<file path="src/rtl/gfba_pkg.sv">
// ============================================================================
// gfba_pkg
// Shared widths, codes and control structures of the grouped free block
// allocator.
// ============================================================================
package gfba_pkg;

   // Field widths of the transactions.
   localparam int OP_W     = 2;
   localparam int WORD_W   = 24;
   localparam int STATUS_W = 3;

   // Default number of entries in one group.
   localparam int GROUP_SIZE_DEF = 63;

   // Operation codes of a request.
   localparam logic [OP_W-1:0] OP_ALLOC  = 2'd0;
   localparam logic [OP_W-1:0] OP_FREE   = 2'd1;
   localparam logic [OP_W-1:0] OP_REFILL = 2'd2;
   localparam logic [OP_W-1:0] OP_SYNC   = 2'd3;

   // Status codes of a response.
   localparam logic [STATUS_W-1:0] ST_OK      = 3'd0;
   localparam logic [STATUS_W-1:0] ST_NOSPACE = 3'd1;
   localparam logic [STATUS_W-1:0] ST_REFILL  = 3'd2;
   localparam logic [STATUS_W-1:0] ST_SPILL   = 3'd3;
   localparam logic [STATUS_W-1:0] ST_SEQERR  = 3'd4;

   // Datapath actions issued by the controller.
   typedef logic [3:0] action_type;
   localparam action_type ACT_NONE          = 4'd0;
   localparam action_type ACT_SYNC          = 4'd1;
   localparam action_type ACT_SEQERR        = 4'd2;
   localparam action_type ACT_REFILL        = 4'd3;
   localparam action_type ACT_NOSPACE       = 4'd4;
   localparam action_type ACT_NOSPACE_CLEAR = 4'd5;
   localparam action_type ACT_ALLOC         = 4'd6;
   localparam action_type ACT_MARK          = 4'd7;
   localparam action_type ACT_FREE          = 4'd8;
   localparam action_type ACT_SPILL_HEAD    = 4'd9;
   localparam action_type ACT_SPILL_WORD    = 4'd10;

   // Commands from the controller to the datapath.
   typedef struct packed {
      logic       latch;
      logic       rd_spill;
      action_type action;
   } cmd_type;

   // Status from the datapath to the controller.
   typedef struct packed {
      logic [OP_W-1:0] op;
      logic            refill_pending;
      logic            count_zero;
      logic            count_full;
      logic            top_zero;
      logic            spill_last;
      logic            out_free;
   } stat_type;

endpackage

</file>
<file path="src/rtl/gfba_req_if.sv">
// ============================================================================
// gfba_req_if
// Request channel of the allocator: valid/ready handshake with the
// operation, the freed block number and a refill word.
// ============================================================================
interface gfba_req_if;

   logic                          valid;
   logic                          ready;
   logic [gfba_pkg::OP_W-1:0]     operation;
   logic [gfba_pkg::WORD_W-1:0]   block_number;
   logic [gfba_pkg::WORD_W-1:0]   fill_word;

   modport source (output valid, output operation, output block_number,
                   output fill_word, input ready);
   modport sink   (input valid, input operation, input block_number,
                   input fill_word, output ready);

endinterface

</file>
<file path="src/rtl/gfba_rsp_if.sv">
// ============================================================================
// gfba_rsp_if
// Response channel of the allocator: valid/ready handshake with the status,
// block number, spill word, last marker and modified flag.
// ============================================================================
interface gfba_rsp_if;

   logic                            valid;
   logic                            ready;
   logic [gfba_pkg::STATUS_W-1:0]   status;
   logic [gfba_pkg::WORD_W-1:0]     block_number_out;
   logic [gfba_pkg::WORD_W-1:0]     spill_word;
   logic                            last;
   logic                            modified;

   modport source (output valid, output status, output block_number_out,
                   output spill_word, output last, output modified,
                   input ready);
   modport sink   (input valid, input status, input block_number_out,
                   input spill_word, input last, input modified,
                   output ready);

endinterface

</file>
<file path="src/rtl/grouped_free_block_allocator_unit.sv">
// ============================================================================
// grouped_free_block_allocator_unit
// Grouped free block list: a stack of free block numbers with refill from
// and spill into chained group blocks, plus a modified flag.
// ============================================================================
//
//   Channel    Direction  Handshake     Payload
//   req_chan   in         valid/ready   operation, block_number, fill_word
//   rsp_chan   out        valid/ready   status, block_number_out, spill_word,
//                                       last, modified
//
// One request is taken at a time. Allocate, sync, refill words and most
// frees are accepted, then executed against the registered stack read; a
// free into an empty stack first plants the end marker. A free into a full
// stack streams GROUP_SIZE+1 spill transactions, each word read through the
// single memory read port. Reset is synchronous and clears the count, refill
// counter, modified flag and output valid; the stack memory is not cleared.
// A stalled response holds the controller in place, and the next request is
// taken while the last response still waits in the output register.
//
module grouped_free_block_allocator_unit #(
   parameter int GROUP_SIZE = gfba_pkg::GROUP_SIZE_DEF
) (
   input  logic         clock,
   input  logic         reset,
   gfba_req_if.sink     req_chan,
   gfba_rsp_if.source   rsp_chan
);

   gfba_pkg::cmd_type  cmd;
   gfba_pkg::stat_type stat;

   // Controller.
   gfba_ctrl u_ctrl (
      .clock     (clock),
      .reset     (reset),
      .req_valid (req_chan.valid),
      .req_ready (req_chan.ready),
      .stat      (stat),
      .cmd       (cmd)
   );

   // Datapath.
   gfba_dp #(
      .GROUP_SIZE (GROUP_SIZE)
   ) u_dp (
      .clock                (clock),
      .reset                (reset),
      .cmd                  (cmd),
      .stat                 (stat),
      .req_operation        (req_chan.operation),
      .req_block_number     (req_chan.block_number),
      .req_fill_word        (req_chan.fill_word),
      .rsp_valid            (rsp_chan.valid),
      .rsp_ready            (rsp_chan.ready),
      .rsp_status           (rsp_chan.status),
      .rsp_block_number_out (rsp_chan.block_number_out),
      .rsp_spill_word       (rsp_chan.spill_word),
      .rsp_last             (rsp_chan.last),
      .rsp_modified         (rsp_chan.modified)
   );

endmodule

</file>
<file path="src/rtl/gfba_ctrl.sv">
// ============================================================================
// gfba_ctrl
// Controller of the allocator: accepts one request at a time, picks the
// datapath action and walks through a spill run word by word.
// ============================================================================
module gfba_ctrl (
   input  logic                clock,
   input  logic                reset,
   input  logic                req_valid,
   output logic                req_ready,
   input  gfba_pkg::stat_type  stat,
   output gfba_pkg::cmd_type   cmd
);

   localparam logic [1:0] S_IDLE     = 2'd0;
   localparam logic [1:0] S_EXEC     = 2'd1;
   localparam logic [1:0] S_SPILL_RD = 2'd2;
   localparam logic [1:0] S_SPILL_WR = 2'd3;

   logic [1:0] state_ff;
   logic [1:0] state_in;

   // Next state and command decode.
   always_comb begin
      state_in     = state_ff;
      req_ready    = (state_ff == S_IDLE);
      cmd.latch    = req_valid && (state_ff == S_IDLE);
      cmd.rd_spill = (state_ff == S_SPILL_RD) || (state_ff == S_SPILL_WR);
      cmd.action   = gfba_pkg::ACT_NONE;
      case (state_ff)
         S_IDLE: begin
            if (req_valid) begin
               state_in = S_EXEC;
            end
         end
         S_EXEC: begin
            // A free into an empty stack first plants the end marker.
            if (stat.op == gfba_pkg::OP_FREE && !stat.refill_pending &&
                stat.count_zero) begin
               cmd.action = gfba_pkg::ACT_MARK;
            end else if (stat.out_free) begin
               state_in = S_IDLE;
               if (stat.op == gfba_pkg::OP_SYNC) begin
                  cmd.action = gfba_pkg::ACT_SYNC;
               end else if (stat.op == gfba_pkg::OP_REFILL) begin
                  cmd.action = stat.refill_pending ? gfba_pkg::ACT_REFILL
                                                   : gfba_pkg::ACT_SEQERR;
               end else if (stat.refill_pending) begin
                  cmd.action = gfba_pkg::ACT_SEQERR;
               end else if (stat.op == gfba_pkg::OP_ALLOC) begin
                  if (stat.count_zero) begin
                     cmd.action = gfba_pkg::ACT_NOSPACE;
                  end else if (stat.top_zero) begin
                     cmd.action = gfba_pkg::ACT_NOSPACE_CLEAR;
                  end else begin
                     cmd.action = gfba_pkg::ACT_ALLOC;
                  end
               end else if (stat.count_full) begin
                  cmd.action = gfba_pkg::ACT_SPILL_HEAD;
                  state_in   = S_SPILL_RD;
               end else begin
                  cmd.action = gfba_pkg::ACT_FREE;
               end
            end
         end
         S_SPILL_RD: begin
            state_in = S_SPILL_WR;
         end
         S_SPILL_WR: begin
            if (stat.out_free) begin
               cmd.action = gfba_pkg::ACT_SPILL_WORD;
               state_in   = stat.spill_last ? S_IDLE : S_SPILL_RD;
            end
         end
         default: begin
            state_in = S_IDLE;
         end
      endcase
   end

   // State register.
   always_ff @(posedge clock) begin
      if (reset) begin
         state_ff <= S_IDLE;
      end else begin
         state_ff <= state_in;
      end
   end

endmodule

</file>
<file path="src/rtl/gfba_dp.sv">
// ============================================================================
// gfba_dp
// Datapath of the allocator: free block stack memory, count and refill
// registers, modified flag and the response output register.
// ============================================================================
module gfba_dp #(
   parameter int GROUP_SIZE = gfba_pkg::GROUP_SIZE_DEF
) (
   input  logic                            clock,
   input  logic                            reset,
   input  gfba_pkg::cmd_type               cmd,
   output gfba_pkg::stat_type              stat,
   input  logic [gfba_pkg::OP_W-1:0]       req_operation,
   input  logic [gfba_pkg::WORD_W-1:0]     req_block_number,
   input  logic [gfba_pkg::WORD_W-1:0]     req_fill_word,
   output logic                            rsp_valid,
   input  logic                            rsp_ready,
   output logic [gfba_pkg::STATUS_W-1:0]   rsp_status,
   output logic [gfba_pkg::WORD_W-1:0]     rsp_block_number_out,
   output logic [gfba_pkg::WORD_W-1:0]     rsp_spill_word,
   output logic                            rsp_last,
   output logic                            rsp_modified
);

   localparam int CW = $clog2(GROUP_SIZE + 1);
   localparam int AW = $clog2(GROUP_SIZE);
   localparam int RW = $clog2(GROUP_SIZE + 2);
   localparam int WW = gfba_pkg::WORD_W;

   // Latched request.
   logic [gfba_pkg::OP_W-1:0] op_ff;
   logic [WW-1:0]             blk_ff;
   logic [WW-1:0]             word_ff;

   // Allocator state.
   logic [CW-1:0] count_ff, count_in;
   logic [RW-1:0] remain_ff, remain_in;
   logic          mod_ff, mod_in;
   logic [AW-1:0] spill_idx_ff, spill_idx_in;

   // Stack memory and its ports.
   logic [WW-1:0] mem [GROUP_SIZE];
   logic [WW-1:0] rd_data_ff;
   logic [AW-1:0] rd_addr;
   logic          wr_en;
   logic [AW-1:0] wr_addr;
   logic [WW-1:0] wr_data;

   // Response output register.
   logic                          out_valid_ff, out_valid_in;
   logic                          load;
   logic [gfba_pkg::STATUS_W-1:0] st_ff, st_in;
   logic [WW-1:0]                 bo_ff, bo_in;
   logic [WW-1:0]                 sw_ff, sw_in;
   logic                          last_ff, last_in;
   logic                          omod_ff;

   logic [CW-1:0] count_dec;
   logic [RW-1:0] fill_idx;
   logic          out_free;
   logic          spill_last;

   assign count_dec  = count_ff - CW'(1);
   assign fill_idx   = RW'(GROUP_SIZE) - remain_ff;
   assign out_free   = !out_valid_ff || rsp_ready;
   assign spill_last = (spill_idx_ff == AW'(GROUP_SIZE - 1));

   // The top entry is read continuously; a spill run reads by its index.
   assign rd_addr = cmd.rd_spill ? spill_idx_ff : count_dec[AW-1:0];

   // Status toward the controller.
   always_comb begin
      stat.op             = op_ff;
      stat.refill_pending = (remain_ff != '0);
      stat.count_zero     = (count_ff == '0);
      stat.count_full     = (count_ff >= CW'(GROUP_SIZE));
      stat.top_zero       = (rd_data_ff == '0);
      stat.spill_last     = spill_last;
      stat.out_free       = out_free;
   end

   // Action execution.
   always_comb begin
      count_in     = count_ff;
      remain_in    = remain_ff;
      mod_in       = mod_ff;
      spill_idx_in = spill_idx_ff;
      wr_en        = 1'b0;
      wr_addr      = '0;
      wr_data      = '0;
      load         = 1'b0;
      st_in        = gfba_pkg::ST_OK;
      bo_in        = '0;
      sw_in        = '0;
      last_in      = 1'b1;
      case (cmd.action)
         gfba_pkg::ACT_SYNC: begin
            mod_in = 1'b0;
            load   = 1'b1;
         end
         gfba_pkg::ACT_SEQERR: begin
            load  = 1'b1;
            st_in = gfba_pkg::ST_SEQERR;
         end
         gfba_pkg::ACT_REFILL: begin
            // The first word is the count, the rest fill the group in order.
            load      = 1'b1;
            remain_in = remain_ff - RW'(1);
            if (remain_ff == RW'(GROUP_SIZE + 1)) begin
               count_in = (word_ff > WW'(GROUP_SIZE)) ? CW'(GROUP_SIZE)
                                                       : word_ff[CW-1:0];
            end else begin
               wr_en   = 1'b1;
               wr_addr = fill_idx[AW-1:0];
               wr_data = word_ff;
            end
         end
         gfba_pkg::ACT_NOSPACE: begin
            load  = 1'b1;
            st_in = gfba_pkg::ST_NOSPACE;
         end
         gfba_pkg::ACT_NOSPACE_CLEAR: begin
            count_in = '0;
            load     = 1'b1;
            st_in    = gfba_pkg::ST_NOSPACE;
         end
         gfba_pkg::ACT_ALLOC: begin
            count_in = count_dec;
            mod_in   = 1'b1;
            load     = 1'b1;
            bo_in    = rd_data_ff;
            if (count_ff == CW'(1)) begin
               st_in     = gfba_pkg::ST_REFILL;
               remain_in = RW'(GROUP_SIZE + 1);
            end
         end
         gfba_pkg::ACT_MARK: begin
            wr_en    = 1'b1;
            count_in = CW'(1);
            mod_in   = 1'b1;
         end
         gfba_pkg::ACT_FREE: begin
            wr_en    = 1'b1;
            wr_addr  = count_ff[AW-1:0];
            wr_data  = blk_ff;
            count_in = count_ff + CW'(1);
            mod_in   = 1'b1;
            load     = 1'b1;
         end
         gfba_pkg::ACT_SPILL_HEAD: begin
            mod_in       = 1'b1;
            load         = 1'b1;
            st_in        = gfba_pkg::ST_SPILL;
            bo_in        = blk_ff;
            sw_in        = WW'(count_ff);
            last_in      = 1'b0;
            spill_idx_in = '0;
         end
         gfba_pkg::ACT_SPILL_WORD: begin
            load         = 1'b1;
            st_in        = gfba_pkg::ST_SPILL;
            bo_in        = blk_ff;
            sw_in        = rd_data_ff;
            last_in      = spill_last;
            spill_idx_in = spill_idx_ff + AW'(1);
            // After the last word the stack restarts with the freed block.
            if (spill_last) begin
               wr_en        = 1'b1;
               wr_data      = blk_ff;
               count_in     = CW'(1);
               spill_idx_in = '0;
            end
         end
         default: begin
            load = 1'b0;
         end
      endcase
   end

   // Output valid tracking.
   always_comb begin
      out_valid_in = out_valid_ff;
      if (load) begin
         out_valid_in = 1'b1;
      end else if (rsp_ready) begin
         out_valid_in = 1'b0;
      end
   end

   // Control registers.
   always_ff @(posedge clock) begin
      if (reset) begin
         count_ff     <= '0;
         remain_ff    <= '0;
         mod_ff       <= 1'b0;
         spill_idx_ff <= '0;
         out_valid_ff <= 1'b0;
      end else begin
         count_ff     <= count_in;
         remain_ff    <= remain_in;
         mod_ff       <= mod_in;
         spill_idx_ff <= spill_idx_in;
         out_valid_ff <= out_valid_in;
      end
   end

   // Request latch and response payload.
   always_ff @(posedge clock) begin
      if (cmd.latch) begin
         op_ff   <= req_operation;
         blk_ff  <= req_block_number;
         word_ff <= req_fill_word;
      end
      if (load) begin
         st_ff   <= st_in;
         bo_ff   <= bo_in;
         sw_ff   <= sw_in;
         last_ff <= last_in;
         omod_ff <= mod_in;
      end
   end

   // Stack memory: one write port, one registered read port.
   always_ff @(posedge clock) begin
      if (wr_en) begin
         mem[wr_addr] <= wr_data;
      end
      rd_data_ff <= mem[rd_addr];
   end

   assign rsp_valid            = out_valid_ff;
   assign rsp_status           = st_ff;
   assign rsp_block_number_out = bo_ff;
   assign rsp_spill_word       = sw_ff;
   assign rsp_last             = last_ff;
   assign rsp_modified         = omod_ff;

endmodule

</file>
<file path="src/flat_wrapper.sv">
// flat-port wrapper written by rule: the top's interface ports become plain ports
module grouped_free_block_allocator_unit_flat 
#(
   parameter int GROUP_SIZE = gfba_pkg::GROUP_SIZE_DEF
)
  (clock, reset, req_chan_valid, req_chan_operation, req_chan_block_number, req_chan_fill_word, req_chan_ready, rsp_chan_valid, rsp_chan_status, rsp_chan_block_number_out, rsp_chan_spill_word, rsp_chan_last, rsp_chan_modified, rsp_chan_ready);
  gfba_req_if req_chan_i ();
  gfba_rsp_if rsp_chan_i ();
  input  logic clock;
  input  logic reset;
  input wire logic [$bits(req_chan_i.valid)-1:0] req_chan_valid;
  input wire logic [$bits(req_chan_i.operation)-1:0] req_chan_operation;
  input wire logic [$bits(req_chan_i.block_number)-1:0] req_chan_block_number;
  input wire logic [$bits(req_chan_i.fill_word)-1:0] req_chan_fill_word;
  output wire logic [$bits(req_chan_i.ready)-1:0] req_chan_ready;
  output wire logic [$bits(rsp_chan_i.valid)-1:0] rsp_chan_valid;
  output wire logic [$bits(rsp_chan_i.status)-1:0] rsp_chan_status;
  output wire logic [$bits(rsp_chan_i.block_number_out)-1:0] rsp_chan_block_number_out;
  output wire logic [$bits(rsp_chan_i.spill_word)-1:0] rsp_chan_spill_word;
  output wire logic [$bits(rsp_chan_i.last)-1:0] rsp_chan_last;
  output wire logic [$bits(rsp_chan_i.modified)-1:0] rsp_chan_modified;
  input wire logic [$bits(rsp_chan_i.ready)-1:0] rsp_chan_ready;
  assign req_chan_i.valid = req_chan_valid;
  assign req_chan_i.operation = req_chan_operation;
  assign req_chan_i.block_number = req_chan_block_number;
  assign req_chan_i.fill_word = req_chan_fill_word;
  assign req_chan_ready = req_chan_i.ready;
  assign rsp_chan_valid = rsp_chan_i.valid;
  assign rsp_chan_status = rsp_chan_i.status;
  assign rsp_chan_block_number_out = rsp_chan_i.block_number_out;
  assign rsp_chan_spill_word = rsp_chan_i.spill_word;
  assign rsp_chan_last = rsp_chan_i.last;
  assign rsp_chan_modified = rsp_chan_i.modified;
  assign rsp_chan_i.ready = rsp_chan_ready;
  grouped_free_block_allocator_unit #(.GROUP_SIZE(GROUP_SIZE)) u_core (.clock(clock), .reset(reset), .req_chan(req_chan_i), .rsp_chan(rsp_chan_i));
endmodule
</file>
<file path="config.mk">
export PLATFORM = sky130hd
export DESIGN_NAME = grouped_free_block_allocator_unit_flat
export DESIGN_NICKNAME = d
export VERILOG_FILES = /design/src/rtl/gfba_pkg.sv /design/src/rtl/gfba_req_if.sv /design/src/rtl/gfba_rsp_if.sv /design/src/rtl/grouped_free_block_allocator_unit.sv /design/src/rtl/gfba_ctrl.sv /design/src/rtl/gfba_dp.sv /design/src/flat_wrapper.sv
export SDC_FILE = /design/constraint.sdc
export NUM_CORES = 2
export LEC_CHECK = 0
export BUFFER_PORTS_ARGS = -buffer_cell sky130_fd_sc_hd__buf_2
export CAP_MARGIN = 20
export CORE_AREA = 2 2 434 436
export CTS_BUF_LIST = sky130_fd_sc_hd__clkbuf_8
export DETAILED_ROUTE_END_ITERATION = 8
export DIE_AREA = 0 0 436 438
export HOLD_SLACK_MARGIN = 0.08
export SYNTH_ARGS = -nofsm -noshare
export SYNTH_HDL_FRONTEND = slang
export SYNTH_SLANG_ARGS = --single-unit
</file>
<file path="constraint.sdc">
create_clock -name clock -period 5.8 [get_ports clock]
set_input_delay 0.87 -clock clock [delete_from_list [all_inputs] [get_ports clock]]
set_output_delay 0.87 -clock clock [all_outputs]
set_load 0.02 [all_outputs]
</file>
After elaboration in Yosys (flattened, before gate mapping)
Memory sizes are Yosys's and may differ from the RTL's. A register that Yosys moved wholly into a read port is not among the register bits.
Cells that the tools add are included.
{"block": "word_totals", "register_bits": 126, "latch_bits": 0, "mem_bits_rw": 1512, "romBits": 0, "output_inout_bits": 55, "memories": 1}
{"block": "classes", "n_addsub": 5, "n_mul": 0, "n_div": 0, "n_lt_le_gt_ge": 2, "eq_ne": 26, "n_shift": 0, "n_mux": 51, "n_bitwise": 0, "reduce_logical": 24}
{"memory": "u_core.u_dp.mem", "depth": 63, "word_bits": 24, "read_ports": 1, "rd_clocked_by_memory_dff": 1, "wr": 1, "line": "gfba_dp.sv:42", "text": "logic [WW-1:0] mem [GROUP_SIZE];"}
{"op": "case mux 24 bit (2 select lines)", "count": 2}
{"op": "case mux 24 bit (3 select lines)", "count": 1}
{"op": "2-to-1 mux 24 bit", "count": 2}
{"op": "2-to-1 mux 6 bit", "count": 6}
{"op": "case mux 6 bit (6 select lines)", "count": 1}
{"op": "2-to-1 mux 4 bit", "count": 7}
{"op": "2-to-1 mux 2 bit", "count": 13}
{"op": "greater-than comparator 24 x 6 -> 1 bit, second input constant", "count": 1}
{"op": "logical NOT 24 bit", "count": 1}
{"op": "case mux 6 bit (2 select lines)", "count": 2}
{"op": "equality test 4 x 3 -> 1 bit, second input constant", "count": 4}
{"op": "!= test 2 bit, second input constant", "count": 7}
{"op": "case mux 7 bit (2 select lines)", "count": 1}
{"op": "adder 6 x 1 -> 6 bit, second input constant", "count": 2}
{"op": "equality test 4 bit, second input constant", "count": 3}
{"op": "case mux 3 bit (4 select lines)", "count": 1}
{"op": "2-to-1 mux 1 bit", "count": 9}
{"op": "OR reduction 9 bit", "count": 1}
{"op": "equality test 2 bit, second input constant", "count": 4}
{"op": "equality test 4 x 2 -> 1 bit, second input constant", "count": 2}
{"op": "case mux 2 bit (4 select lines)", "count": 1}
{"op": "case mux 4 bit (2 select lines)", "count": 1}
{"op": "equality test 7 bit, second input constant", "count": 1}
{"op": "2-to-1 mux 7 bit", "count": 1}
{"op": "23 further kinds", "count": 34}

Longest topological paths before layout
{"block": "depth", "word_depth": 15, "ltp_mapped": 14, "depth_no_buf": 10}

Modules after synthesis
A second synthesis with hierarchy kept.
{"block": "unflattened", "cells_unflattened": 4907, "hier_area_um2": 67621.1}
{"module": "gfba_dp", "n_inst": 1, "cells_each": 4877, "area_each_um2": 67414.7}
{"module": "gfba_ctrl", "n_inst": 1, "cells_each": 30, "area_each_um2": 206.4}

Worst setup path after synthesis
OpenSTA, ideal clock, no wires.
{"block": "synth_path", "path_kind": "register -> register", "from": "register u_core.u_dp.remain_ff[4]", "to": "memory u_core.u_dp.mem[24][0] (netlist name) (enable)", "arrival_ps": 3755, "required_time_ps": 5395, "path_slack_ps": 1640, "path_stages_with_launch": 12, "path_buffers": 3, "period_less_slack_ps": 4160, "path_cell_list": "dfxtp_1 -> buf_6 -> or4_1 -> buf_2 -> or4_4 -> a21oi_4 -> a22o_4 -> nand3_2 -> o32a_1 -> or2_1 -> buf_6 -> nor2_1"}
{"block": "synth_between", "elab_chain_len": 12}
{"element": "start: declaration", "line": "gfba_dp.sv:37", "text": "logic [RW-1:0] remain_ff, remain_in;"}
{"element": "start signal: assignment", "line": "gfba_dp.sv:200", "text": "remain_ff <= remain_in;"}
{"element": "nonzero test 7 bit", "line": "gfba_dp.sv:74", "text": "stat.refill_pending = (remain_ff != '0);"}
{"element": "2-to-1 mux 4 bit or 2-to-1 mux 1 bit (tied branches)", "line": "gfba_ctrl.sv:48, gfba_ctrl.sv:46"}
{"element": "2-to-1 mux 4 bit", "line": "gfba_ctrl.sv:45", "text": "end else if (stat.op == gfba_pkg::OP_REFILL) begin"}
{"element": "2-to-1 mux 4 bit", "line": "gfba_ctrl.sv:43", "text": "if (stat.op == gfba_pkg::OP_SYNC) begin"}
{"element": "2-to-1 mux 4 bit", "line": "gfba_ctrl.sv:41", "text": "end else if (stat.out_free) begin"}
{"element": "2-to-1 mux 4 bit", "line": "gfba_ctrl.sv:38", "text": "if (stat.op == gfba_pkg::OP_FREE && !stat.refill_pending &&"}
{"element": "case mux 4 bit (2 select lines)", "line": "gfba_ctrl.sv:30", "text": "case (state_ff)"}
{"element": "equality test 4 bit or equality test 4 x 3 -> 1 bit (tied branches)", "line": "gfba_dp.sv:96", "text": "case (cmd.action)"}
{"element": "OR reduction 2 bit (no source line)"}
{"element": "case mux 1 bit (3 select lines)", "line": "gfba_dp.sv:96"}
{"element": "2-to-1 mux 1 bit", "line": "gfba_dp.sv:225", "text": "if (wr_en) begin"}
{"element": "2-to-1 mux 1 bit (implied by the code)", "line": "gfba_dp.sv:226", "text": "mem[wr_addr] <= wr_data;"}
{"element": "end: declaration", "line": "gfba_dp.sv:42"}
Several ways; a longest one is shown, not always the timed one.

Worst setup path after layout
{"block": "layout_path", "from": "register u_core.u_dp.remain_ff[2]", "to": "memory u_core.u_dp.mem[6][9] (netlist name) (data pin)"}
{"block": "layout_between", "elab_chain_len": 9}
{"element": "nonzero test 7 bit", "line": "gfba_dp.sv:74"}
{"element": "2-to-1 mux 4 bit or 2-to-1 mux 1 bit (tied branches)", "line": "gfba_ctrl.sv:48, gfba_ctrl.sv:46"}
{"element": "2-to-1 mux 4 bit", "line": "gfba_ctrl.sv:45"}
{"element": "2-to-1 mux 4 bit", "line": "gfba_ctrl.sv:43"}
{"element": "2-to-1 mux 4 bit", "line": "gfba_ctrl.sv:41"}
{"element": "2-to-1 mux 4 bit", "line": "gfba_ctrl.sv:38"}
{"element": "case mux 4 bit (2 select lines)", "line": "gfba_ctrl.sv:30"}
{"element": "equality test 4 bit or equality test 4 x 2 -> 1 bit (tied branches)", "line": "gfba_dp.sv:96"}
{"element": "case mux 24 bit (3 select lines) (*)", "line": "gfba_dp.sv:96"}
{"element": "net u_core.u_dp.wr_data[9]", "line": "gfba_dp.sv:47", "text": "logic [WW-1:0] wr_data;"}
The timed path passes the listed nets; every way through them passes the cells marked *.

==> impl_metrics.json <==
{
  "run_status": "finished, final reports clean",
  "use_met1": 0.2354,
  "port-buffer-count": 108,
  "die_height_um": 438,
  "grtUsageTotal": 0.1761,
  "yosys_most_used_dff": "edfxtp_1",
  "fin_crit_sh": 0.8756,
  "area_overhead_vs_synth_pct": 15.09,
  "route.antenna.remaining_nets": 0,
  "grt-busiest-layer": "met2",
  "place.gp.congestion": 0.9216,
  "clock_path_buffers": 4,
  "ioPinCount": 109,
  "nets": 3627,
  "critPathMaxFanout": 32,
  "via_count": 33130,
  "cap_violations": 0,
  "max_freq_mhz": 196.9,
  "root_buffer": "clkbuf_8",
  "row_count": 159,
  "cts_inserted_buffers": 274,
  "routed_wirelength_mm": 170.9,
  "crit_required_ns": 6.51,
  "timing.critical_path.from_type": "register",
  "dieWidth_um": 436,
  "final_layout_size_suffix_gt1_frac": 0.2873,
  "route.detailed.vias_per_inst": 5.308,
  "tritoncts": "yes",
  "layout_min_cycle_time_ns": 5.078,
  "postSynthNetCount": 3222,
  "p_leak_nw": 24.20,
  "first_pass_grt_wire_length_mm": 241.9,
  "hold_class": "in2reg",
  "synth_async_sr_flop_share": 0,
  "grtUsageMet2": 0.2856,
  "worst-slew-pin-transition_ns": 1.138,
  "finalSetupTns_ns": 0,
  "globalRouteOverflowTotal": 0,
  "worst_skew_pair.late_latency_ns": 0.99,
  "drt_first_iter_violations": 3717,
  "syn-instance-count": 3161,
  "dp_hpwl_mm": 98.86,
  "cts_resized": 0,
  "mappedNetlistArea_sq_um": 64800,
  "core_region_area_sq_um": 186600,
  "fp.dieArea_sq_um": 191000,
  "clock_sink_count": 1662,
  "finalCoreUtilization": 0.3996,
  "setup_viol_count_final": 0,
  "maximum_level_of_the_cts_h_tree": 5,
  "yosys_register_bits": 1662,
  "slew-limit-headroom": 0.2416,
  "detailedRoute.firstPassIterationCount": 5,
  "post_drt_wl_per_cell_um": 27.38,
  "timing.hold.ws_ns": 0.1964,
  "syn_avg_cell_area_sq_um": 20.50,
  "initial_core_util": 0.3473,
  "report.final.slew_viol_count": 0,
  "synth-edff-count": 1615,
  "cp.arrival_ns": 5.78,
  "critical_path_class": "reg2reg",
  "final_report_hold_violation_count": 0,
  "drc": 0,
  "grt_max_degree": 103,
  "first_global_vias": 33800,
  "number_of_antenna_violations_at_the_first_check_in_global_routing": 6,
  "worstSetupEndpointType": "register",
  "clkSlewWorstSetupHoldPaths_ns": 0.07,
  "rsz0062_at_grt": "false",
  "cellPowerDensity_nw_per_um2": 576.6,
  "power.ir.vdd_worst_uv": 1127,
  "synth-warning-count": 0,
  "worst_clock_skew_ns": 0.05924,
  "yosysUniqueCellTypes": 72,
  "synth-seq-area-share": 0.7629,
  "gr-usage-met3": 0.03286
}
sequential cells by signal (all words and copies together), names as in the netlist:
name	flops
u_core.u_dp.mem	1512
u_core.u_dp.blk_ff	24
u_core.u_dp.rd_data_ff	24
u_core.u_dp.rsp_block_number_out	24
u_core.u_dp.rsp_spill_word	24
u_core.u_dp.word_ff	24
u_core.u_dp.remain_ff	7
u_core.u_dp.count_ff	6
u_core.u_dp.spill_idx_ff	6
u_core.u_dp.rsp_status	3
u_core.u_ctrl.state_ff	2
u_core.u_dp.op_ff	2
u_core.u_dp.mod_ff	1
u_core.u_dp.rsp_last	1
u_core.u_dp.rsp_modified	1
u_core.u_dp.rsp_valid	1
synthesized netlist by cell type (47+ instances only):
cell | count | area share
a211oi_1 | 97 | 0.011
a21oi_1 | 110 | 0.0085
a22o_1 | 48 | 0.0065
buf_2 | 47 | 0.0036
clkbuf_1 | 105 | 0.0061
dfxtp_1 | 47 | 0.015
edfxtp_1 | 1615 | 0.75
mux2i_1 | 175 | 0.027
mux4_2 | 360 | 0.13
nand2_1 | 94 | 0.0054
nor2_1 | 123 | 0.0071
nor2b_1 | 75 | 0.0072
kinds of logic after synthesis:
logic type	count (synthesis)	synth area share
AO/OA/AOI/OAI	352	0.03945
flip-flops	1662	0.7629
multiplexers	536	0.1523
XOR/XNOR	10	0.001352
AND/OR/NAND/NOR	395	0.02981
buffers and inverters	199	0.01278
adder cells (fa/ha/maj)	7	0.001352
cells in the final DEF, fill, tap and decap left out, drive strengths merged, types with 6 or more instances in the layout:
master,netlist,routed
edfxtp,1615,1615
nor3,6,6
nand3,24,24
clkbuf,105,282
o21ai,15,15
a211oi,97,97
and3,6,6
a311oi,30,30
and2,20,20
nor2,123,123
dfxtp,47,47
ha,7,7
nand2b,9,9
mux4,360,360
clkinvlp,0,6
a21oi,111,111
a22o,49,49
xor2,6,6
mux2i,175,175
dlygate4sd3,0,38
nor4,13,13
buf,82,278
inv,12,86
nor2b,75,75
o31ai,6,6
clkinv,0,87
nand2,94,94
layer usage:
metal | vias up | part of all wire
met5 | - | 0.000076
met4 | 2 | 0.035
met3 | 283 | 0.073
met2 | 1426 | 0.48
met1 | 17500 | 0.41
li1 | 13920 | -
layout make-up:
| cell class | instances | area, sq um |
|---|---|---|
| Fill cell | 16690 | 112000 |
| Sequential cell | 1662 | 49440 |
| Multi-Input combinational cell | 1300 | 14830 |
| Clock buffer | 282 | 3881 |
| Tap cell | 2495 | 3122 |
| Timing Repair Buffer | 316 | 2467 |
| Clock inverter | 170 | 780.7 |
| Inverter | 12 | 45.04 |
| Antenna cell | 4 | 10.01 |
worst max-delay path, cell delays in order (launching register included):
cell and delay [ns]:
dfxtp_1 0.44, or4_1 0.73, o31ai_1 0.43, a21oi_4 0.10, nor4b_4 0.70, nand2b_1 0.96, a22o_2 0.88, buf_4 0.47
power by group:
group	total [mW]	leakage (nW)	internal (mW)	switching (mW)
Sequential	14.9	15.7	14.5	0.384
Combinational	19.0	5.86	6.87	12.2
Clock	9.05	2.67	4.61	4.43
Total	43.0	24.2	26.0	17.0
through the flow:
stage                     instances  area [sq um]  total power [mW]  setup slack, ns
after global routing           6239         74570             44.78           0.5282
after detailed placement       5746         69510             34.23           0.8737
after CTS                      6236         74550             43.32           0.8329
after global placement         5744         69490             34.08           0.9817
after floorplan                3161         64800             26.55            1.640
final                          6241         74580             43.00           0.7217
path summary, 6_finish.rpt:
| kind | startpoint | end | slack (ns) | depth (start not counted) |
|---|---|---|---|---|
| worst min-delay path | req_chan_block_number[7] | u_core.u_dp.blk_ff[7] | 0.20 | 1 |
| worst max register to register | u_core.u_dp.remain_ff[2] | u_core.u_dp.mem[6][9] | 0.72 | 7 |
| worst min register to register | u_core.u_dp.mod_ff | u_core.u_dp.rsp_modified | 0.57 | 1 |
| worst max-delay path | u_core.u_dp.remain_ff[2] | u_core.u_dp.mem[6][9] | 0.72 | 7 |
what timing repair did:
action	CTS	global route
buffers inserted	0	0
hold buffers	38	0
hold endpoints to repair	38	0
No activity file was read; power rests on OpenSTA's default activity.
